### src/hdl/bfdh_pkg.sv
// ----------------------------------------------------------------------------
// bfdh_pkg
// Shared constants and types of the double-hashing bloom filter.
// ----------------------------------------------------------------------------
package bfdh_pkg;

	localparam int unsigned MAX_BITS_DEF   = 65536;
	localparam int unsigned MAX_PROBES_DEF = 32;

	localparam int unsigned BIT_COUNT_W   = 17;
	localparam int unsigned PROBE_COUNT_W = 6;
	localparam int unsigned CFG_DATA_W    = 17;
	localparam int unsigned CFG_IDX_W     = 2;
	localparam int unsigned KEY_W         = 64;

	localparam logic [CFG_IDX_W-1:0] REG_BIT_COUNT   = 2'd0;
	localparam logic [CFG_IDX_W-1:0] REG_PROBE_COUNT = 2'd1;

	localparam logic [BIT_COUNT_W-1:0]   BIT_COUNT_RST   = 17'd65536;
	localparam logic [PROBE_COUNT_W-1:0] PROBE_COUNT_RST = 6'd7;

	localparam logic OP_ADD   = 1'b0;
	localparam logic OP_QUERY = 1'b1;

	localparam logic [63:0] SEED_A = 64'h9E3779B97F4A7C15;
	localparam logic [63:0] SEED_B = 64'hC2B2AE3D27D4EB4F;
	localparam logic [63:0] GOLDEN = 64'h9E3779B97F4A7C15;
	localparam logic [63:0] MUL_A  = 64'hBF58476D1CE4E5B9;
	localparam logic [63:0] MUL_B  = 64'h94D049BB133111EB;

	typedef enum logic [1:0] {
		RSEL_H1,
		RSEL_H2,
		RSEL_ONES
	} rsel_t;

	typedef enum logic [3:0] {
		ST_CLEAR,
		ST_IDLE,
		ST_SEED,
		ST_MA_GO,
		ST_MA_WAIT,
		ST_MB_GO,
		ST_MB_WAIT,
		ST_REM_GO,
		ST_REM_WAIT,
		ST_PROBE_RD,
		ST_PROBE_CHK,
		ST_RESULT
	} state_t;

endpackage

### src/hdl/bfdh_mul.sv
// ----------------------------------------------------------------------------
// bfdh_mul
// Low 64 bits of a 64x64 product, built from three passes through one
// registered 32x32 multiplier.
// ----------------------------------------------------------------------------
module bfdh_mul (
	input  logic        clk,
	input  logic        arst_n,
	input  logic        start,
	input  logic [63:0] a,
	input  logic [63:0] b,
	output logic        done,
	output logic [63:0] prod
);
	import bfdh_pkg::*;

	logic [63:0] a_q, b_q, acc_q, pp_q;
	logic [1:0]  cnt_q;
	logic        busy_q, done_q;
	logic [31:0] ma, mb;

	always_comb begin
		case (cnt_q)
			2'd0:    begin ma = a_q[31:0];  mb = b_q[31:0];  end
			2'd1:    begin ma = a_q[31:0];  mb = b_q[63:32]; end
			default: begin ma = a_q[63:32]; mb = b_q[31:0];  end
		endcase
	end

	always_ff @(posedge clk or negedge arst_n) begin
		if (!arst_n) begin
			busy_q <= 1'b0;
			done_q <= 1'b0;
			cnt_q  <= 2'd0;
		end else begin
			done_q <= 1'b0;
			if (start) begin
				busy_q <= 1'b1;
				cnt_q  <= 2'd0;
			end else if (busy_q) begin
				cnt_q <= cnt_q + 2'd1;
				if (cnt_q == 2'd3) begin
					busy_q <= 1'b0;
					done_q <= 1'b1;
				end
			end
		end
	end

	always_ff @(posedge clk) begin
		if (start) begin
			a_q <= a;
			b_q <= b;
		end else if (busy_q) begin
			pp_q <= 64'(ma) * 64'(mb);
			case (cnt_q)
				2'd0:    acc_q <= acc_q;
				2'd1:    acc_q <= pp_q;
				default: acc_q[63:32] <= acc_q[63:32] + pp_q[31:0];
			endcase
		end
	end

	assign done = done_q;
	assign prod = acc_q;

endmodule

### config.mk
export PLATFORM = sky130hd
export DESIGN_NAME = bfdh_mul
export DESIGN_NICKNAME = d
export VERILOG_FILES = /design/src/hdl/bfdh_pkg.sv /design/src/hdl/bfdh_mul.sv
export SDC_FILE = /design/constraint.sdc
export NUM_CORES = 2
export LEC_CHECK = 0
export ABC_AREA = 0
export BUFFER_PORTS_ARGS = -buffer_cell sky130_fd_sc_hd__buf_2
export CORE_ASPECT_RATIO = 0.9
export CORE_UTILIZATION = 59
export CTS_CLUSTER_SIZE = 20
export DETAILED_ROUTE_END_ITERATION = 8
export PLACE_DENSITY = 0.87
export SLEW_MARGIN = 25
export SYNTH_ARGS = -nofsm -noshare
export SYNTH_HDL_FRONTEND = slang
export SYNTH_SLANG_ARGS = --single-unit
### constraint.sdc
create_clock -name clk -period 8.6 [get_ports clk]
set_input_delay 0.43 -clock clk [delete_from_list [all_inputs] [get_ports clk]]
set_output_delay 0.43 -clock clk [all_outputs]
set_load 0.05 [all_outputs]
Yosys cells after proc, flatten, opt, wreduce, memory -nomap -nowiden
Cells that the tools add are included.
{"block": "totals", "elab_cells": 32, "output_inout_bits": 65, "reg_bits": 260, "inputBits": 131}
{"block": "op_classes", "bitwise_logic": 2, "multipliers": 1, "reduce_logical": 6, "eq_ne": 2, "mux": 11, "add_sub_neg": 2}
{"operator": "$mul 32x32->64", "n": 1}
{"operator": "$mux 32", "n": 2}
{"operator": "$pmux 32 s2", "n": 1}
{"operator": "$add 32x32->32", "n": 1}
{"operator": "$mux 1", "n": 6}
{"operator": "$reduce_and 3->1", "n": 2}
{"operator": "$mux 2", "n": 2}
{"operator": "$add 2x1->2 const B", "n": 1}
{"operator": "$eq 2x1->1 const B", "n": 1}
{"operator": "$eq 2x2->1 const B", "n": 1}
{"operator": "$logic_not 2->1", "n": 1}
{"operator": "$not 1->1", "n": 2}
{"operator": "$reduce_and 2->1", "n": 1}
{"operator": "$reduce_bool 2->1", "n": 1}
{"operator": "$reduce_or 2->1", "n": 1}

Depth between registers and ports, before layout
{"block": "depth", "depth_word": 4, "mapped_depth": 37, "mapped_depth_nobuf": 32}

Least setup slack after synthesis
OpenSTA, ideal clock, no wires.
{"block": "synth_path", "path_type": "flip-flop to flip-flop", "from": "reg cnt_q[0]", "to": "reg pp_q[60] (data pin)", "path_slack_ns": -0.752, "setup_ns": 0.274, "arrival_ns": 9.078, "period_less_slack_ns": 9.352, "required_time_ns": 8.326, "stages_incl_launch_ff": 32, "path_buffers": 5, "path_cell_list": "dfrtp_1 > ha_1 > clkbuf_1 > nor2_1 > clkbuf_1 > buf_1 > mux2i_1 > clkbuf_1 > nor2_1 > fa_1 > inv_1 > fa_1 > fa_1 > fa_1 > inv_1 > fa_1 > fa_1 > fa_1 > inv_1 > fa_1 > inv_1 > ha_1 > buf_2 > nand4_1 > or3_1 > or3_1 > o32ai_1 > o21ai_1 > nand2_1 > a31oi_1 > o41ai_1 > xor2_1"}
{"block": "synth_between", "elab_chain_len": 4, "word_cells_on_any_way": 6, "classes_between": "mul (1); eq/ne (1); mux (2); reduce/logical (2)"}
{"element": "start, declared", "line": "bfdh_mul.sv:18", "source": "logic [1:0] cnt_q;"}
{"element": "start signal, assigned", "line": "bfdh_mul.sv:41", "source": "cnt_q <= cnt_q + 2'd1;"}
{"element": "$eq 2x1->1 / $logic_not 2->1 (equally long branches)", "line": "bfdh_mul.sv:23", "source": "case (cnt_q)"}
{"element": "$reduce_or 2->1 (no line)"}
{"element": "$mux 32", "line": "bfdh_mul.sv:23"}
{"element": "$mul 32x32->64 *", "line": "bfdh_mul.sv:55", "source": "pp_q <= 64'(ma) * 64'(mb);"}
{"element": "end signal, assigned", "line": "bfdh_mul.sv:55"}
{"element": "end, declared", "line": "bfdh_mul.sv:17", "source": "logic [63:0] a_q, b_q, acc_q, pp_q;"}
Every way passes the cells marked *; elsewhere a longest branch is shown, timed or not.
A chain may end at the register's enable or synchronous reset.

Worst setup path in the final report
Same ends and word-level chain as after synthesis.

==> impl_metrics.toml <==
[timing]
clock_skew_ns = 0.04035
setup_violations = 13
fin_crit_ns = 8.915
slew_headroom_pct = 40.60
tightest_slew_ns = 0.8910
rsz0062_at_grt = "true"
max_freq_ghz = 0.1122
report.final.slew_viol_count = 0
period_share_pct = 103.7
fin_ws_ns = -0.3146
hold_viol = 6
hold_slack_ns = -0.002640

[floorplanning]
initial_core_util_pct = 59.73
die_y_um = 257.6
core_area_mm2 = 0.07168
die_x_um = 286.0
dieArea_mm2 = 0.07365
pin_count = 196
row_count = 93

[synthesis]
yosysUniqueCellTypes = 64
synth_compound_area_share_pct = 4.994
yosys.area_share.simple_pct = 11.68
synthMuxAreaShare_pct = 3.255
yosys_warnings = 0
post-synth-top-count-cell = "fa_1"
syn_area_per_cell_um2 = 9.845
synthCells = 4349
synthAdderAreaFrac_pct = 50.62
ys.flop_type = "edfxtp_1"
netlist.area_leader.share_pct = 41.94
yosysSeqAreaShare_pct = 18.19
synth_top_cell_by_area = "fa_1"
ys_ff_latch = 260
synthArstFlopShare_pct = 1.538
synthXorXnorAreaFrac_pct = 1.780
synthesis.area_mm2 = 0.04282
ys_top_cells_by_area = "fa_1 (42%), edfxtp_1 (18%), ha_1 (8.7%), inv_1 (7.8%), nor2_1 (5.6%)"
synth_nets = 5674
synth_top_family_by_area = "adder cells"
synth_commonest_cells = "fa_1 (897), inv_1 (894), nor2_1 (635)"
synth-edff-count = 256

[detailed_routing]
viasPerCell = 5.907
ant_nets = 0
vias = 34820
drt_wl_total_um = 149200
drt-initial-drc-count = 3744
drc = 0
wire_per_inst_um = 25.31
drtPass1Iterations = 6

[placed_design]
port_buffers = 195
hpwlAfterDp_um = 119500
dpl-instance-area_mm2 = 0.04822
gp_congestion = 1.036
dp_slack_ns = -0.2907

[worst_hold_path]
hold_class = "in -> reg"

[finish]
layout-drive-gt1-share_pct = 19.19
design_area_mm2 = 0.05155
final_nets = 6244
syn_to_final_growth_pct = 20.39
final_util_pct = 71.91

[worst_setup_path]
cp-end-kind = "register"
worstPathMaxFanout = 7
cp_common_cell = "fa_1"
critPathRequiredTime_ns = 8.94
critPathLaunchType = "register"
crit_arrival_ns = 9.26
worstSetupPathType = "reg -> reg"
slowest_delay_ns = 0.55
cp_slowest_cell = "fa_1"

[cts]
clockBufferDepth = 3
insertion_delay_ns = 0.62
cts.htree.levels = 1
cts_tree = "yes"
clock-sinks = 260
cts_inserted_buffers = 28
ctsRootBufferMaster = "clkbuf_16"
cts.clk_slew.worst_paths_ns = 0.08

[global_routing]
met1_usage_pct = 51.33
grt_antenna_before_repair = 4
grt_usage_pct = 40.02
busiest_layer = "met2"
globalRouteMet3Util_pct = 8.313
grt_overflow_total = 0
grt_pass1_wl_um = 216600
use_met2_pct = 62.56
grt_max_degree = 68
grt_pass1_vias = 36410

[status]
violations = "hold timing, setup timing"
outcome = "complete, but fails checks"

[flow_run]
maxCapViolCount = 0
[repair_timing]
item | in CTS | in global routing
cloned | 1 | 3
hold buffers | 68 | 2
resized for setup | 25 | 218
pin swaps | 12 | 50
setup buffers | 7 | 38
hold endpoints to repair | 71 | 2
endpoints found under the setup margin | 19 | 27
[cell type report]
cell class | instances | area [um^2]
sequential | 260 | 7787
clock buffer | 30 | 708.2
antenna | 4 | 10.01
clock inverter | 22 | 337.8
fill | 5052 | 20130
timing repair buffer | 726 | 6062
inverter | 894 | 3356
tap | 950 | 1189
multi-input combinational | 3009 | 32100
[per-layer routing]
layer / up-vias / share of wire, % / wire length [um]
met5: - / 0.025 / 38
met4: 6 / 8.4 / 12480
met3: 678 / 11 / 16890
met2: 2316 / 46 / 67970
met1: 17420 / 35 / 51830
li1: 14400 / - / -
[state kept, by name, indices dropped and copies added (netlist names)]
| name | cells |
|---|---|
| b_q | 64 |
| prod | 64 |
| cnt_q | 2 |
| done | 1 |
| pp_q | 64 |
| a_q | 64 |
| busy_q | 1 |
[final timing paths]
| check | start | to | slack (ns) | cells past startpoint |
|---|---|---|---|---|
| worst min register to register | pp_q[8] | prod[8] | 0.48 | 0 |
| worst min-delay path | a[23] | a_q[23] | -0.003 | 1 |
| max in group asynchronous | arst_n | done | 8.27 | 2 |
| worst max register to register | cnt_q[0] | pp_q[60] | -0.31 | 31 |
| worst max-delay path | cnt_q[0] | pp_q[60] | -0.31 | 31 |
| min in group asynchronous | arst_n | cnt_q[0] | 0.17 | 2 |
[critical path, delay by kind of cell, from the launching register on]
family | cells | cell delay [ns]
compound gates | 4 | 1.00
xor+xnor | 1 | 0.14
fa+ha+maj | 10 | 4.51
buf+inv | 9 | 1.03
flops | 1 | 0.39
mux | 1 | 0.27
simple gates | 6 | 1.26
[through the flow]
stage / TNS (ns) / cells
finish: -1.042 / 5895
floorplan: 0 / 4349
CTS: 0 / 5849
global route: -4.599 / 5892
global placement: -0.5520 / 5721
detailed placement: -1.501 / 5721
[cells by family after synthesis]
family | Yosys count
flip-flops | 260
adder cells (fa/ha/maj) | 1194
AO/OA/AOI/OAI | 329
multiplexers | 131
buffers and inverters | 1080
XOR/XNOR | 87
AND/OR/NAND/NOR | 1268
[placed cells by master (no fill, tap or decap), types with 25 or more instances in the layout]
cell type      instances
fa_2                  25
nor2_1               624
mux2i_2               32
xor2_1                30
inv_1                884
edfxtp_1             256
buf_6                 33
buf_2                194
clkbuf_16             31
xnor2_1               48
dlygate4sd3_1         70
ha_1                 283
buf_12                55
a21oi_1               88
o21ai_0               53
mux2_2                43
fa_1                 872
buf_4                365
a21o_1                50
nand2_1              519
Power is left out: the tool's default activity adds up to more than one toggle a clock period on the data nets, which glitch-free logic cannot reach.
