==> config.mk <==
export PLATFORM = sky130hd
export DESIGN_NAME = bfdh_rem
export DESIGN_NICKNAME = d
export VERILOG_FILES = /design/src/hdl/bfdh_pkg.sv /design/src/hdl/bfdh_rem.sv
export SDC_FILE = /design/constraint.sdc
export NUM_CORES = 1
export LEC_CHECK = 0
export ABC_AREA = 1
export BUFFER_PORTS_ARGS = -buffer_cell sky130_fd_sc_hd__buf_2
export CAP_MARGIN = 30
export CORE_UTILIZATION = 53
export DETAILED_ROUTE_END_ITERATION = 7
export HOLD_SLACK_MARGIN = 0.12
export PLACE_DENSITY_LB_ADDON = 0.2
export SYNTH_ARGS = -nofsm -noshare
export SYNTH_HDL_FRONTEND = slang
export SYNTH_SLANG_ARGS = --single-unit
==> constraint.sdc <==
create_clock -name clk -period 3.5 [get_ports clk]
set_input_delay 0.35 -clock clk [delete_from_list [all_inputs] [get_ports clk]]
set_output_delay 0.35 -clock clk [all_outputs]
set_load 0.005 [all_outputs]
==> src/hdl/bfdh_pkg.sv <==
// ----------------------------------------------------------------------------
// bfdh_pkg
// Shared constants and types of the double-hashing bloom filter.
// ----------------------------------------------------------------------------
package bfdh_pkg;

	localparam int unsigned MAX_BITS_DEF   = 65536;
	localparam int unsigned MAX_PROBES_DEF = 32;

	localparam int unsigned BIT_COUNT_W   = 17;
	localparam int unsigned PROBE_COUNT_W = 6;
	localparam int unsigned CFG_DATA_W    = 17;
	localparam int unsigned CFG_IDX_W     = 2;
	localparam int unsigned KEY_W         = 64;

	localparam logic [CFG_IDX_W-1:0] REG_BIT_COUNT   = 2'd0;
	localparam logic [CFG_IDX_W-1:0] REG_PROBE_COUNT = 2'd1;

	localparam logic [BIT_COUNT_W-1:0]   BIT_COUNT_RST   = 17'd65536;
	localparam logic [PROBE_COUNT_W-1:0] PROBE_COUNT_RST = 6'd7;

	localparam logic OP_ADD   = 1'b0;
	localparam logic OP_QUERY = 1'b1;

	localparam logic [63:0] SEED_A = 64'h9E3779B97F4A7C15;
	localparam logic [63:0] SEED_B = 64'hC2B2AE3D27D4EB4F;
	localparam logic [63:0] GOLDEN = 64'h9E3779B97F4A7C15;
	localparam logic [63:0] MUL_A  = 64'hBF58476D1CE4E5B9;
	localparam logic [63:0] MUL_B  = 64'h94D049BB133111EB;

	typedef enum logic [1:0] {
		RSEL_H1,
		RSEL_H2,
		RSEL_ONES
	} rsel_t;

	typedef enum logic [3:0] {
		ST_CLEAR,
		ST_IDLE,
		ST_SEED,
		ST_MA_GO,
		ST_MA_WAIT,
		ST_MB_GO,
		ST_MB_WAIT,
		ST_REM_GO,
		ST_REM_WAIT,
		ST_PROBE_RD,
		ST_PROBE_CHK,
		ST_RESULT
	} state_t;

endpackage

==> src/hdl/bfdh_rem.sv <==
// ----------------------------------------------------------------------------
// bfdh_rem
// Serial restoring remainder of a 64-bit word by the filter size, one bit
// per cycle.
// ----------------------------------------------------------------------------
module bfdh_rem #(
	parameter int unsigned NBW = 17
) (
	input  logic           clk,
	input  logic           arst_n,
	input  logic           start,
	input  logic [63:0]    x,
	input  logic [NBW-1:0] n,
	output logic           done,
	output logic [NBW-1:0] rem
);
	import bfdh_pkg::*;

	logic [63:0]    x_q;
	logic [NBW-1:0] rem_q;
	logic [5:0]     cnt_q;
	logic           busy_q, done_q;
	logic [NBW:0]   t, d;

	assign t = {rem_q, x_q[63]};
	assign d = t - {1'b0, n};

	always_ff @(posedge clk or negedge arst_n) begin
		if (!arst_n) begin
			busy_q <= 1'b0;
			done_q <= 1'b0;
			cnt_q  <= 6'd0;
		end else begin
			done_q <= 1'b0;
			if (start) begin
				busy_q <= 1'b1;
				cnt_q  <= 6'd0;
			end else if (busy_q) begin
				cnt_q <= cnt_q + 6'd1;
				if (cnt_q == 6'd63) begin
					busy_q <= 1'b0;
					done_q <= 1'b1;
				end
			end
		end
	end

	always_ff @(posedge clk) begin
		if (start) begin
			x_q   <= x;
			rem_q <= '0;
		end else if (busy_q) begin
			x_q   <= {x_q[62:0], 1'b0};
			rem_q <= (t >= {1'b0, n}) ? d[NBW-1:0] : t[NBW-1:0];
		end
	end

	assign done = done_q;
	assign rem  = rem_q;

endmodule

Word level (Yosys, flattened, before mapping)
Cells that the tools add are included.
{"block": "totals", "regBits": 89, "romBits": 0, "wordCells": 21, "inputBits": 84, "ram_bits": 0, "memories": 0, "latch_bits": 0}
{"block": "op_classes", "mux": 11, "order_cmp": 1, "shifts": 0, "mul": 0, "eq_ne": 1, "bitwise_logic": 0, "n_addsub": 2, "div_mod_pow": 0, "n_reduce_logical": 1}
{"op": "$mux 64", "n": 2}
{"op": "$ge 18x17->1", "n": 1}
{"op": "$mux 17", "n": 1}
{"op": "$sub 17x17->17", "n": 1}
{"op": "$mux 6", "n": 2}
{"op": "$add 6x1->6 const B", "n": 1}
{"op": "$eq 6x6->1 const B", "n": 1}
{"op": "$mux 1", "n": 6}
{"op": "$reduce_bool 2->1", "n": 1}

Longest topological paths before layout
Gate-level depths: netlist (run 1).
{"block": "depth", "word_depth": 4, "mapped_depth": 14, "ltp_nobuf": 14}

Least setup slack after synthesis (run 1)
OpenSTA, ideal clock, no wires.
{"block": "synth_path", "path_type": "input-to-reg", "from": "input start", "to": "register x_q[0] (enable)", "setup_slack_ps": 1118, "arrival_ps": 1959, "path_buffers": 1, "t_required_ps": 3077, "stages": 3, "path_cell_list": "clkbuf_1 -> nor2_1 -> inv_1"}
{"block": "synth_between", "elab_chain_len": 1}
{"item": "start, declared", "line_no": "bfdh_rem.sv:11", "rtl": "input logic start,"}
{"item": "$reduce_bool 2->1 (no source line)"}
{"item": "end signal, assigned", "line_no": "bfdh_rem.sv:53", "rtl": "x_q <= {x_q[62:0], 1'b0};"}
{"item": "end, declared", "line_no": "bfdh_rem.sv:19", "rtl": "logic [63:0] x_q;"}
Every way passes these cells.
A chain may end at the register's enable or synchronous reset.

Worst setup path after layout (run 1)
{"block": "layout_path", "from": "register rem_q[12] (netlist: rem[12])", "to": "register rem_q[2] (netlist: rem[2])"}
{"block": "layout_between", "elab_chain_len": 2}
{"item": "start, declared", "line_no": "bfdh_rem.sv:20", "rtl": "logic [NBW-1:0] rem_q;"}
{"item": "start signal, assigned", "line_no": "bfdh_rem.sv:54", "rtl": "rem_q <= (t >= {1'b0, n}) ? d[NBW-1:0] : t[NBW-1:0];"}
{"item": "$ge 18x17->1", "line_no": "bfdh_rem.sv:54"}
{"item": "$mux 17", "line_no": "bfdh_rem.sv:54"}
Every way passes these cells.

==> results.md, run 1 <==
- CP Class: reg2reg
- Detailed Routing Iterations Pass 1: 6
- Non-Filler Instances: 895
- Worst Hold Class: in2reg
- MaxCap Viol Count: 0
- Main synth FF type: edfxtp_1
- Placed instance count: 878
- Seq. cell area: 2460 µm²
- Detailed-route DRC error count: 0
- Min Clock Period, post-route: 2.14 ns
- TritonCTS Buffers: 9
- Syn_nets: 766
- Worst setup margin: 1.36 ns
- Die area: 10,000 µm²
- WHS: 0.252 ns
- Setup TNS: 0 ns
- Multi-input gate area: 2230 µm²
- Placed inst area: 5730 µm²
- Number of port buffers: 101
- Initial DRC Count: 286
- Final setup violation count: 0
- Status: complete, no violations
- Req. time, crit path: 3.78 ns
- Via-per-instance ratio: 4.93
- Fill cell count: 853
- Final Core Density: 0.640
- Core area: 9280 µm²
- Critical Path AT: 2.42 ns
- Simple-gate share of the synthesized area: 0.352
- Die H: 100 µm
- Final nets: 864
- ANT nets after route: 0
- Place WS: 1.27 ns
- GP Congestion: 0.933
- P_leak: 3.27 nW
- Hold Violations, Final: 0
- Clock Tree Buf Depth: 2
- Post-CTS setup buffers: 0
- Gr ovfl total: 0
- Number of diodes: 0
- Io pins: 102
- Vias: 4,416
- Layout area overhead: 16.3%
- CTS tree: done
- Crit end category: flop
- Post-Syn Area per Cell: 7.70 µm²
- Mux cell area share after synthesis: 0
- XOR/XNOR share of the synthesized area: 0.0120
- Area share of fa/ha/maj cells after synthesis: 0.0480
- RSZ-0062 raised after global routing: no
- Layout cells sized above 1: 0.195
- Mapped Cells: 663
- Clock transition at path regs: 0.10 ns
- Largest net degree at the start of global routing: 60
- Final period util: 0.612
- Seq cells post-synth: 89
- Skew-Pair Late Insertion Delay: 0.36 ns
- Dpl hpwl: 8.01 mm
- Max-slew violation count: 0
- Rel. slew slack: 0.389
- Number of H-tree levels: 3
- Number of global-route vias before repair: 4,091
- Post-Syn Area: 5110 µm²
- Combinational family with the most area after synthesis: simple AND/OR/NAND/NOR gates
- Total track usage: 0.228
- Drt total wl: 11.0 mm
- EDFF count, synth: 64
- Cell Pwr Density: 564 nW/µm²
- Async set-reset flop share out of synthesis: 0.0899
- Worst Max-Slew Pin Slew: 0.916 ns
- CP max FO: 19
- Global-route wire length before repair: 18.1 mm
- Die width: 100 µm
- WL/cell: 12.2 µm
- Final Power: 3.35 mW
- Antenna violations before repair: 0
- Fmax: 0.467 GHz
- Sequential share of the synthesized area: 0.482
- Number of distinct library cells after synthesis: 33
- Root buffer cell: clkbuf_8
- CTS Sinks: 89
- Crit start category: flop
- Initial Util: 0.550
- VDD IR max: 0.257 mV
- Area fraction in compound gates after synthesis: 0.0250
- # rows: 35
- Design area: 5940 µm²
- Layout Skew: 0.0104 ns
- Syn. warnings: 0
==> critical path: stages (launching register included) <==
cell and delay, ns:
dfxtp_1 0.43, ha_1 0.31, nand2_1 0.11, inv_1 0.05, nand2_1 0.06, nand2_1 0.06, nand2_1 0.06, nand2_1 0.08
nor2_4 0.39, nand2_4 0.25, nand2_1 0.13, nand3_1 0.07, o21ai_0 0.08
==> power breakdown <==
group,switching (mW),internal [mW]
logic,0.763,0.475
clock network,0.391,0.344
registers,0.101,1.28
total,1.26,2.10
==> synth_stat cells, types with 4 or more instances <==
cell | count | area (µm²)
nand2_1 | 317 | 1190
ha_1 | 18 | 225
nand3_1 | 36 | 180
o21ai_0 | 9 | 45.0
dfrtp_1 | 8 | 200
nand3_2 | 10 | 100
nand4_1 | 4 | 25.0
xnor2_1 | 5 | 43.8
clkbuf_1 | 14 | 52.6
nand2_2 | 6 | 37.5
nor2_1 | 26 | 97.6
nand3b_1 | 8 | 60.1
inv_1 | 82 | 308
nor3_1 | 4 | 20.0
edfxtp_1 | 64 | 1920
dfxtp_1 | 17 | 340
a21oi_1 | 13 | 65.1
==> sequential cells by signal, summed over array words and instances, names as in the netlist <==
| name | flops |
|---|---|
| cnt_q | 6 |
| x_q | 64 |
| done | 1 |
| rem | 17 |
| busy_q | 1 |
==> path summary, 6_finish.rpt <==
path                       endpoint  startpoint  depth (start not counted)  slack [ns]
min in group asynchronous      done      arst_n                          2        0.39
hold reg to reg            cnt_q[5]    cnt_q[5]                          1        0.50
setup reg to reg             rem[2]     rem[12]                         12        1.36
max in group asynchronous  cnt_q[2]      arst_n                          2        2.94
hold / removal              x_q[47]       x[47]                          3        0.25
setup / recovery             rem[2]     rem[12]                         12        1.36
==> layout make-up <==
type	count	area share
clock inverters	7	0.0137
clock buffers	9	0.0209
well taps	129	0.0272
multi-input cells	470	0.376
repair buffers	107	0.0952
flip-flops and latches	89	0.414
inverters	84	0.0531
==> placed cells by master (no fill, tap or decap), types with 2 or more instances in the layout <==
cell type,synthesis,layout
a21oi_1,13,13
buf_2,2,101
buf_4,1,4
clkbuf_8,0,9
dfrtp_1,8,8
dfxtp_1,17,17
edfxtp_1,64,64
ha_1,18,18
inv_1,82,80
inv_2,2,4
inv_6,0,4
nand2_1,317,317
nand2_2,6,6
nand2_4,2,2
nand3_1,36,36
nand3_2,10,10
nand3b_1,8,8
nand4_1,4,4
nor2_1,26,26
nor2_4,2,2
nor3_1,4,4
o21ai_0,9,9
xnor2_1,5,5
xor2_1,2,2
==> layer usage <==
layer / GRT usage / vias up / wire [µm]
li1: - / 2277 / -
met1: 0.301 / 1968 / 5020
met2: 0.370 / 150 / 5090
met3: 0.0460 / 21 / 600
met4: 0.0925 / 0 / 250
met5: 0 / - / 0
==> logic make-up after synthesis <==
kind of cell / Yosys count
flops: 89
fa+ha+maj: 19
simple gates: 420
compound gates: 24
xor+xnor: 7
buf+inv: 104
==> repair_timing <==
action | CTS | global route
endpoints found under the hold margin | 8 | 0
hold buffers | 1 | 0
endpoints found under the setup margin | 0 | 0
gates resized for setup | 0 | 0
No activity file was read; power rests on OpenSTA's default activity.
==> inputs of run 2 (changes only) <==
- CORE_UTILIZATION: 53 -> 50
- clock period: 3.5 -> 1.9 ns (I/O delays scaled with it)
==> run 2 against run 1 <==
The flow now finishes with violations (negative setup slack). Total power rose by 100%. Utilization rose by 8.2 points. Non-clock buffer count rose by 82. Die area rose by 5.9%. Register-to-register slack got worse by 1.4 ns. Worst hold slack got worse by 0.13 ns. Sequential share of layout area fell by 6.6 points. Largest cell class is now multi-input gates. Design area rose by 19%. Largest power group is now combinational logic. Setup slack got worse by 1.4 ns. Critical path type unchanged. Clock skew rose by 0.0040 ns.
==> results.md, run 2 (synthesized netlist as in run 1, its figures left out) <==
- Failing checks: negative setup slack
- Largest net degree at the start of global routing: 51 (-15%)
- Vias: 4,777 (+8.2%)
- Skew-Pair Late Insertion Delay: 0.35 ns (about the same)
- Cell Pwr Density: 969 nW/µm² (+72%)
- Max FFs per register: 64 (unchanged)
- Layout cells sized above 1: 0.265 (+0.0708)
- GP Congestion: 0.864 (-7.4%)
- Detailed-route DRC error count: 0 (unchanged)
- MaxCap Viol Count: 0 (unchanged)
- Dpl hpwl: 8.04 mm (+0.44%)
- Io pins: 102 (unchanged)
- Placed inst area: 5950 µm² (+3.9%)
- Die area: 10,600 µm² (+5.9%)
- CTS tree: done
- Min Clock Period, post-route: 1.92 ns (-0.226 ns)
- Commonest non-fill, non-tap cell in the layout: nand2_1
- Design area: 7090 µm² (+19%)
- ANT nets after route: 0 (unchanged)
- Req. time, crit path: 2.15 ns (-1.63 ns)
- Crit start category: flop
- RSZ-0062 raised after global routing: yes
- # rows: 36 (+2.9%)
- Total track usage: 0.243 (+0.0143)
- Antenna violations before repair: 0 (unchanged)
- Number of diodes: 0 (unchanged)
- Crit end category: flop
- VDD IR max: 0.535 mV (+110%)
- WL/cell: 13.1 µm (+6.7%)
- CP Class: reg2reg
- Rel. slew slack: 0.679 (+0.290)
- Die H: 103 µm (+2.9%)
- Worst setup margin: -0.0172 ns (-1.37 ns)
- CTS Sinks: 89 (unchanged)
- Fmax: 0.522 GHz (+12%)
- Clock Tree Buf Depth: 2 (unchanged)
- Clock transition at path regs: 0.10 ns (about the same)
- Root buffer cell: clkbuf_8
- Critical Path AT: 2.16 ns (-0.26 ns)
- Initial Util: 0.520 (-0.0300)
- Final period util: 1.01 (+0.397)
- Layout Skew: 0.0144 ns (+0.00397 ns)
- Worst Max-Slew Pin Slew: 0.481 ns (-0.434 ns)
- P_leak: 3.69 nW (+13%)
- CP max FO: 3 (-16)
- WHS: 0.127 ns (-0.125 ns)
- Worst Hold Class: in2reg
- Biggest register: x_q
- Die width: 103 µm (+2.9%)
- Max-slew violation count: 0 (unchanged)
- Drt total wl: 12.8 mm (+17%)
- Gr ovfl total: 0 (unchanged)
- Number of global-route vias before repair: 4,527 (+11%)
- Number of H-tree levels: 3 (unchanged)
- Most frequent cells in the layout: nand2_1, buf_2, inv_1
- Number of port buffers: 101 (unchanged)
- Global-route wire length before repair: 20.0 mm (+10%)
- Final setup violation count: 1 (+1)
- Status: finished, violations left
- Via-per-instance ratio: 4.87 (-1.3%)
- Final nets: 947 (+9.6%)
- Core area: 9820 µm² (+5.8%)
- Detailed Routing Iterations Pass 1: 5 (-1)
- TritonCTS Buffers: 9 (unchanged)
- Hold Violations, Final: 0 (unchanged)
- Place WS: -0.0325 ns (-1.30 ns)
- Layout area overhead: 38.8%
- Initial DRC Count: 226 (-21%)
-- run 2: cell count changes in the layout (fill, tap and decap cells not counted), moves of 5 or more --
cell,before,now
ha_4,0,9
dlygate4sd3_1,1,60
nand3_2,10,23
nor2_1,26,21
nand2_2,6,20
nand3_1,36,21
ha_1,18,9
o21ai_1,0,7
buf_4,4,20
o21ai_0,9,2
nand2_1,317,303
-- run 2: layer usage --
layer  vias up  wire, µm  track usage  part of all wire
met5         -         0            0                 0
met4         0       205       0.0791             0.016
met3        18       574       0.0434             0.045
met2       135      6610        0.434              0.52
met1      2179      5420        0.296              0.42
li1       2445         -            -                 -
-- run 2: path summary, 6_finish.rpt --
kind                            startpoint  endpoint  slack, ns  cells after the start
worst max-delay path               x_q[63]   rem[16]      -0.02                     14
worst min-delay path                 x[30]   x_q[30]       0.13                      3
worst max register to register     x_q[63]   rem[16]      -0.02                     14
worst min register to register    cnt_q[5]  cnt_q[5]       0.48                      1
max in group asynchronous           arst_n    busy_q       1.50                      2
min in group asynchronous           arst_n  cnt_q[5]       0.23                      2
-- run 2: area by class of cell --
type / instances / area, µm²
Clock buffer: 9 / 124
Multi-Input combinational cell: 471 / 2520
Fill cell: 763 / 2730
Tap cell: 133 / 166
Clock inverter: 6 / 72.6
Timing Repair Buffer: 189 / 1410
Sequential cell: 89 / 2470
Inverter: 84 / 322
-- run 2: where the power goes --
group	switching, mW	internal, mW	leakage [nW]
Combinational	1.69	1.32	2.63
Clock	0.703	0.623	0.102
Sequential	0.177	2.36	0.952
Total	2.57	4.30	3.69
-- run 2: per-stage QoR --
stage	setup TNS, ns	instances	power, mW	utilization
final	-0.0172	981	6.87	0.722
after CTS	0	978	6.47	0.690
after floorplan	-2.76	663	4.26	-
after global placement	0	903	4.96	0.606
after detailed placement	-0.104	903	5.01	0.606
after global routing	-0.758	981	7.32	0.722
-- run 2: timing repair --
action	CTS	global route
resized for setup	6	66
gates cloned	0	2
hold buffers	60	0
buffers inserted	0	1
endpoints found under the setup margin	16	17
endpoints found under the hold margin	67	0
pin swaps	1	29
-- run 2: worst max-delay path, stage by stage (launching register included) --
cell	delay, ns
edfxtp_1	0.40
inv_2	0.10
ha_4	0.14
inv_4	0.03
fa_2	0.42
nand2_2	0.08
nand2_2	0.06
nand3_2	0.07
nand2_2	0.09
nand2_2	0.10
nand2_2	0.06
nand2_2	0.07
nand3_2	0.08
nand3_2	0.07
nand2_1	0.04
==> inputs of run 3 (changes only) <==
- CORE_ASPECT_RATIO: not set -> 0.75
- CORE_MARGIN: not set -> 2
- CORE_UTILIZATION: 50 -> 53
- clock period: 1.9 -> 2.5 ns (I/O delays scaled with it)
==> run 3 against run 2 <==
The flow now finishes without violations. Worst hold slack gained 0.052 ns. Total power shrank 29%. Via count shrank 7.7%. Clock skew shrank 0.0087 ns. Register-to-register slack gained 0.40 ns. Cell count shrank 8.7%. Die area shrank 1.7%. Flip-flop and latch count is the same. Highest routed layer unchanged.
==> results.md, run 3 (synthesized netlist as in run 1, its figures left out) <==
- Core area: 9200 µm² (-6.3%)
- Worst R2R Path Depth: 11 (-3)
- Biggest register: x_q
- CP max FO: 19 (+16)
- WL/cell: 13.0 µm (-0.67%)
- Crit end category: flop
- Fill cell count: 817 (+7.1%)
- Die H: 89.0 µm (-14%)
- Final setup violation count: 0 (-1)
- Number of port buffers: 101 (unchanged)
- Final Core Density: 0.655 (-0.0670)
- Commonest non-fill, non-tap cell in the layout: nand2_1
- Die width: 117 µm (+14%)
- Clock transition at path regs: 0.06 ns (-0.04 ns)
- Number of global-route vias before repair: 4,016 (-11%)
- Non-Filler Instances: 896 (-8.7%)
- Initial Util: 0.555 (+0.0352)
- Gr ovfl total: 0 (unchanged)
- Skew-Pair Late Insertion Delay: 0.34 ns (about the same)
- Layout area overhead: 17.9%
- Hold Violations, Final: 0 (unchanged)
- CTS Sinks: 89 (unchanged)
- Final nets: 865 (-8.7%)
- GP Congestion: 0.912 (+5.5%)
- Antenna violations before repair: 1 (+1)
- Post-CTS sizing: 0 (-6)
- Initial DRC Count: 339 (+50%)
- Min Clock Period, post-route: 2.11 ns (+0.195 ns)
- Layout cells sized above 1: 0.190 (-0.0750)
- Root buffer cell: clkbuf_16
- R2R Path End: rem[11]
- Detailed-route DRC error count: 0 (unchanged)
- CTS tree: done
- Setup crit end: rem[11]
- Worst Hold Class: in2reg
- Max-slew violation count: 0 (unchanged)
- ANT nets after route: 0 (unchanged)
- Crit. Startpoint: x_q[63]
- Number of H-tree levels: 3 (unchanged)
- VDD IR max: 0.428 mV (-20%)
- # rows: 30 (-17%)
- Critical Path AT: 2.40 ns (+0.24 ns)
- Cell Pwr Density: 815 nW/µm² (-16%)
- Crit start category: flop
- Setup slack, reg-to-reg: 0.39 ns (+0.40 ns)
- Dpl hpwl: 8.26 mm (+2.6%)
- Most frequent cells in the layout: nand2_1, buf_2, inv_1
- Setup TNS: 0 ns (+0.0172 ns)
- Status: complete, no violations
- Rel. slew slack: 0.565 (-0.114)
- MaxCap Viol Count: 0 (unchanged)
- Layout Skew: 0.00571 ns (-0.00867 ns)
- P_leak: 3.29 nW (-11%)
- Via-per-instance ratio: 4.92 (+1.0%)
- Fmax: 0.473 GHz (-9.2%)
- Vias: 4,408 (-7.7%)
- Placed instance count: 878 (-2.8%)
- Clock Tree Buf Depth: 2 (unchanged)
- TritonCTS Buffers: 9 (unchanged)
- Largest net degree at the start of global routing: 68 (+33%)
- Worst setup margin: 0.387 ns (+0.405 ns)
- Final Power: 4.91 mW (-29%)
- Drt total wl: 11.6 mm (-9.3%)
- Detailed Routing Iterations Pass 1: 5 (unchanged)
- Worst Max-Slew Pin Slew: 0.652 ns (+0.171 ns)
- Design area: 6020 µm² (-15%)
- Total track usage: 0.227 (-0.0152)
- Die area: 10,400 µm² (-1.7%)
- Global-route wire length before repair: 18.8 mm (-6.0%)
- Io pins: 102 (unchanged)
- Max FFs per register: 64 (unchanged)
- RSZ-0062 raised after global routing: no
- Placed inst area: 5740 µm² (-3.4%)
- Req. time, crit path: 2.78 ns (+0.63 ns)
- Place WS: 0.396 ns (+0.428 ns)
- CP Class: reg2reg
- R2r startpoint: x_q[63]
- WHS: 0.180 ns (+0.0525 ns)
- Final period util: 0.845 (-0.164)
[run 3: worst max-delay path, stage by stage (launching register included)]
cell and delay (ns):
edfxtp_1 0.36, inv_1 0.08, ha_1 0.13, inv_1 0.06
fa_1 0.42, nand3_1 0.15, nand3_2 0.12, nand2_4 0.23
nand2_4 0.21, nand3_2 0.11, nand3_1 0.10, nand2_1 0.08
[run 3: worst min-delay path by stage]
stage                start  endpoint  slack (ns)  depth (start not counted)
floorplan           arst_n    busy_q       -0.05                          0
global placement    arst_n  cnt_q[0]        0.10                          1
detailed placement  arst_n  cnt_q[3]        0.11                          1
CTS                  x[55]   x_q[55]        0.17                          3
global route         x[17]   x_q[17]        0.18                          3
finish               x[55]   x_q[55]        0.18                          3
[run 3: cell type report]
cell class / instances / area [µm²] / share of cell area
inverter: 84 / 315 / 0.0524
multi-input combinational: 470 / 2230 / 0.371
sequential: 89 / 2460 / 0.409
timing repair buffer: 108 / 586 / 0.0973
antenna: 1 / 2.50 / 0.000416
tap: 128 / 160 / 0.0266
clock buffer: 10 / 229 / 0.0380
clock inverter: 6 / 35.0 / 0.00582
[run 3: what timing repair did]
action | CTS | global route
buffers inserted | 0 | 0
hold endpoints to repair | 8 | 0
hold buffers | 1 | 0
[run 3: layer usage]
layer	wire length, µm	GRT usage
met1	5690	0.334
met2	4800	0.335
met3	960	0.0548
met4	175	0.0712
met5	0	0
[run 3: where the power goes]
| part | internal, mW | total, mW | switching [mW] | leakage [nW] |
|---|---|---|---|---|
| sequential | 1.79 | 1.92 | 0.124 | 0.950 |
| combinational | 0.680 | 1.78 | 1.10 | 2.22 |
| clock | 0.665 | 1.22 | 0.552 | 0.121 |
| total | 3.14 | 4.91 | 1.77 | 3.29 |
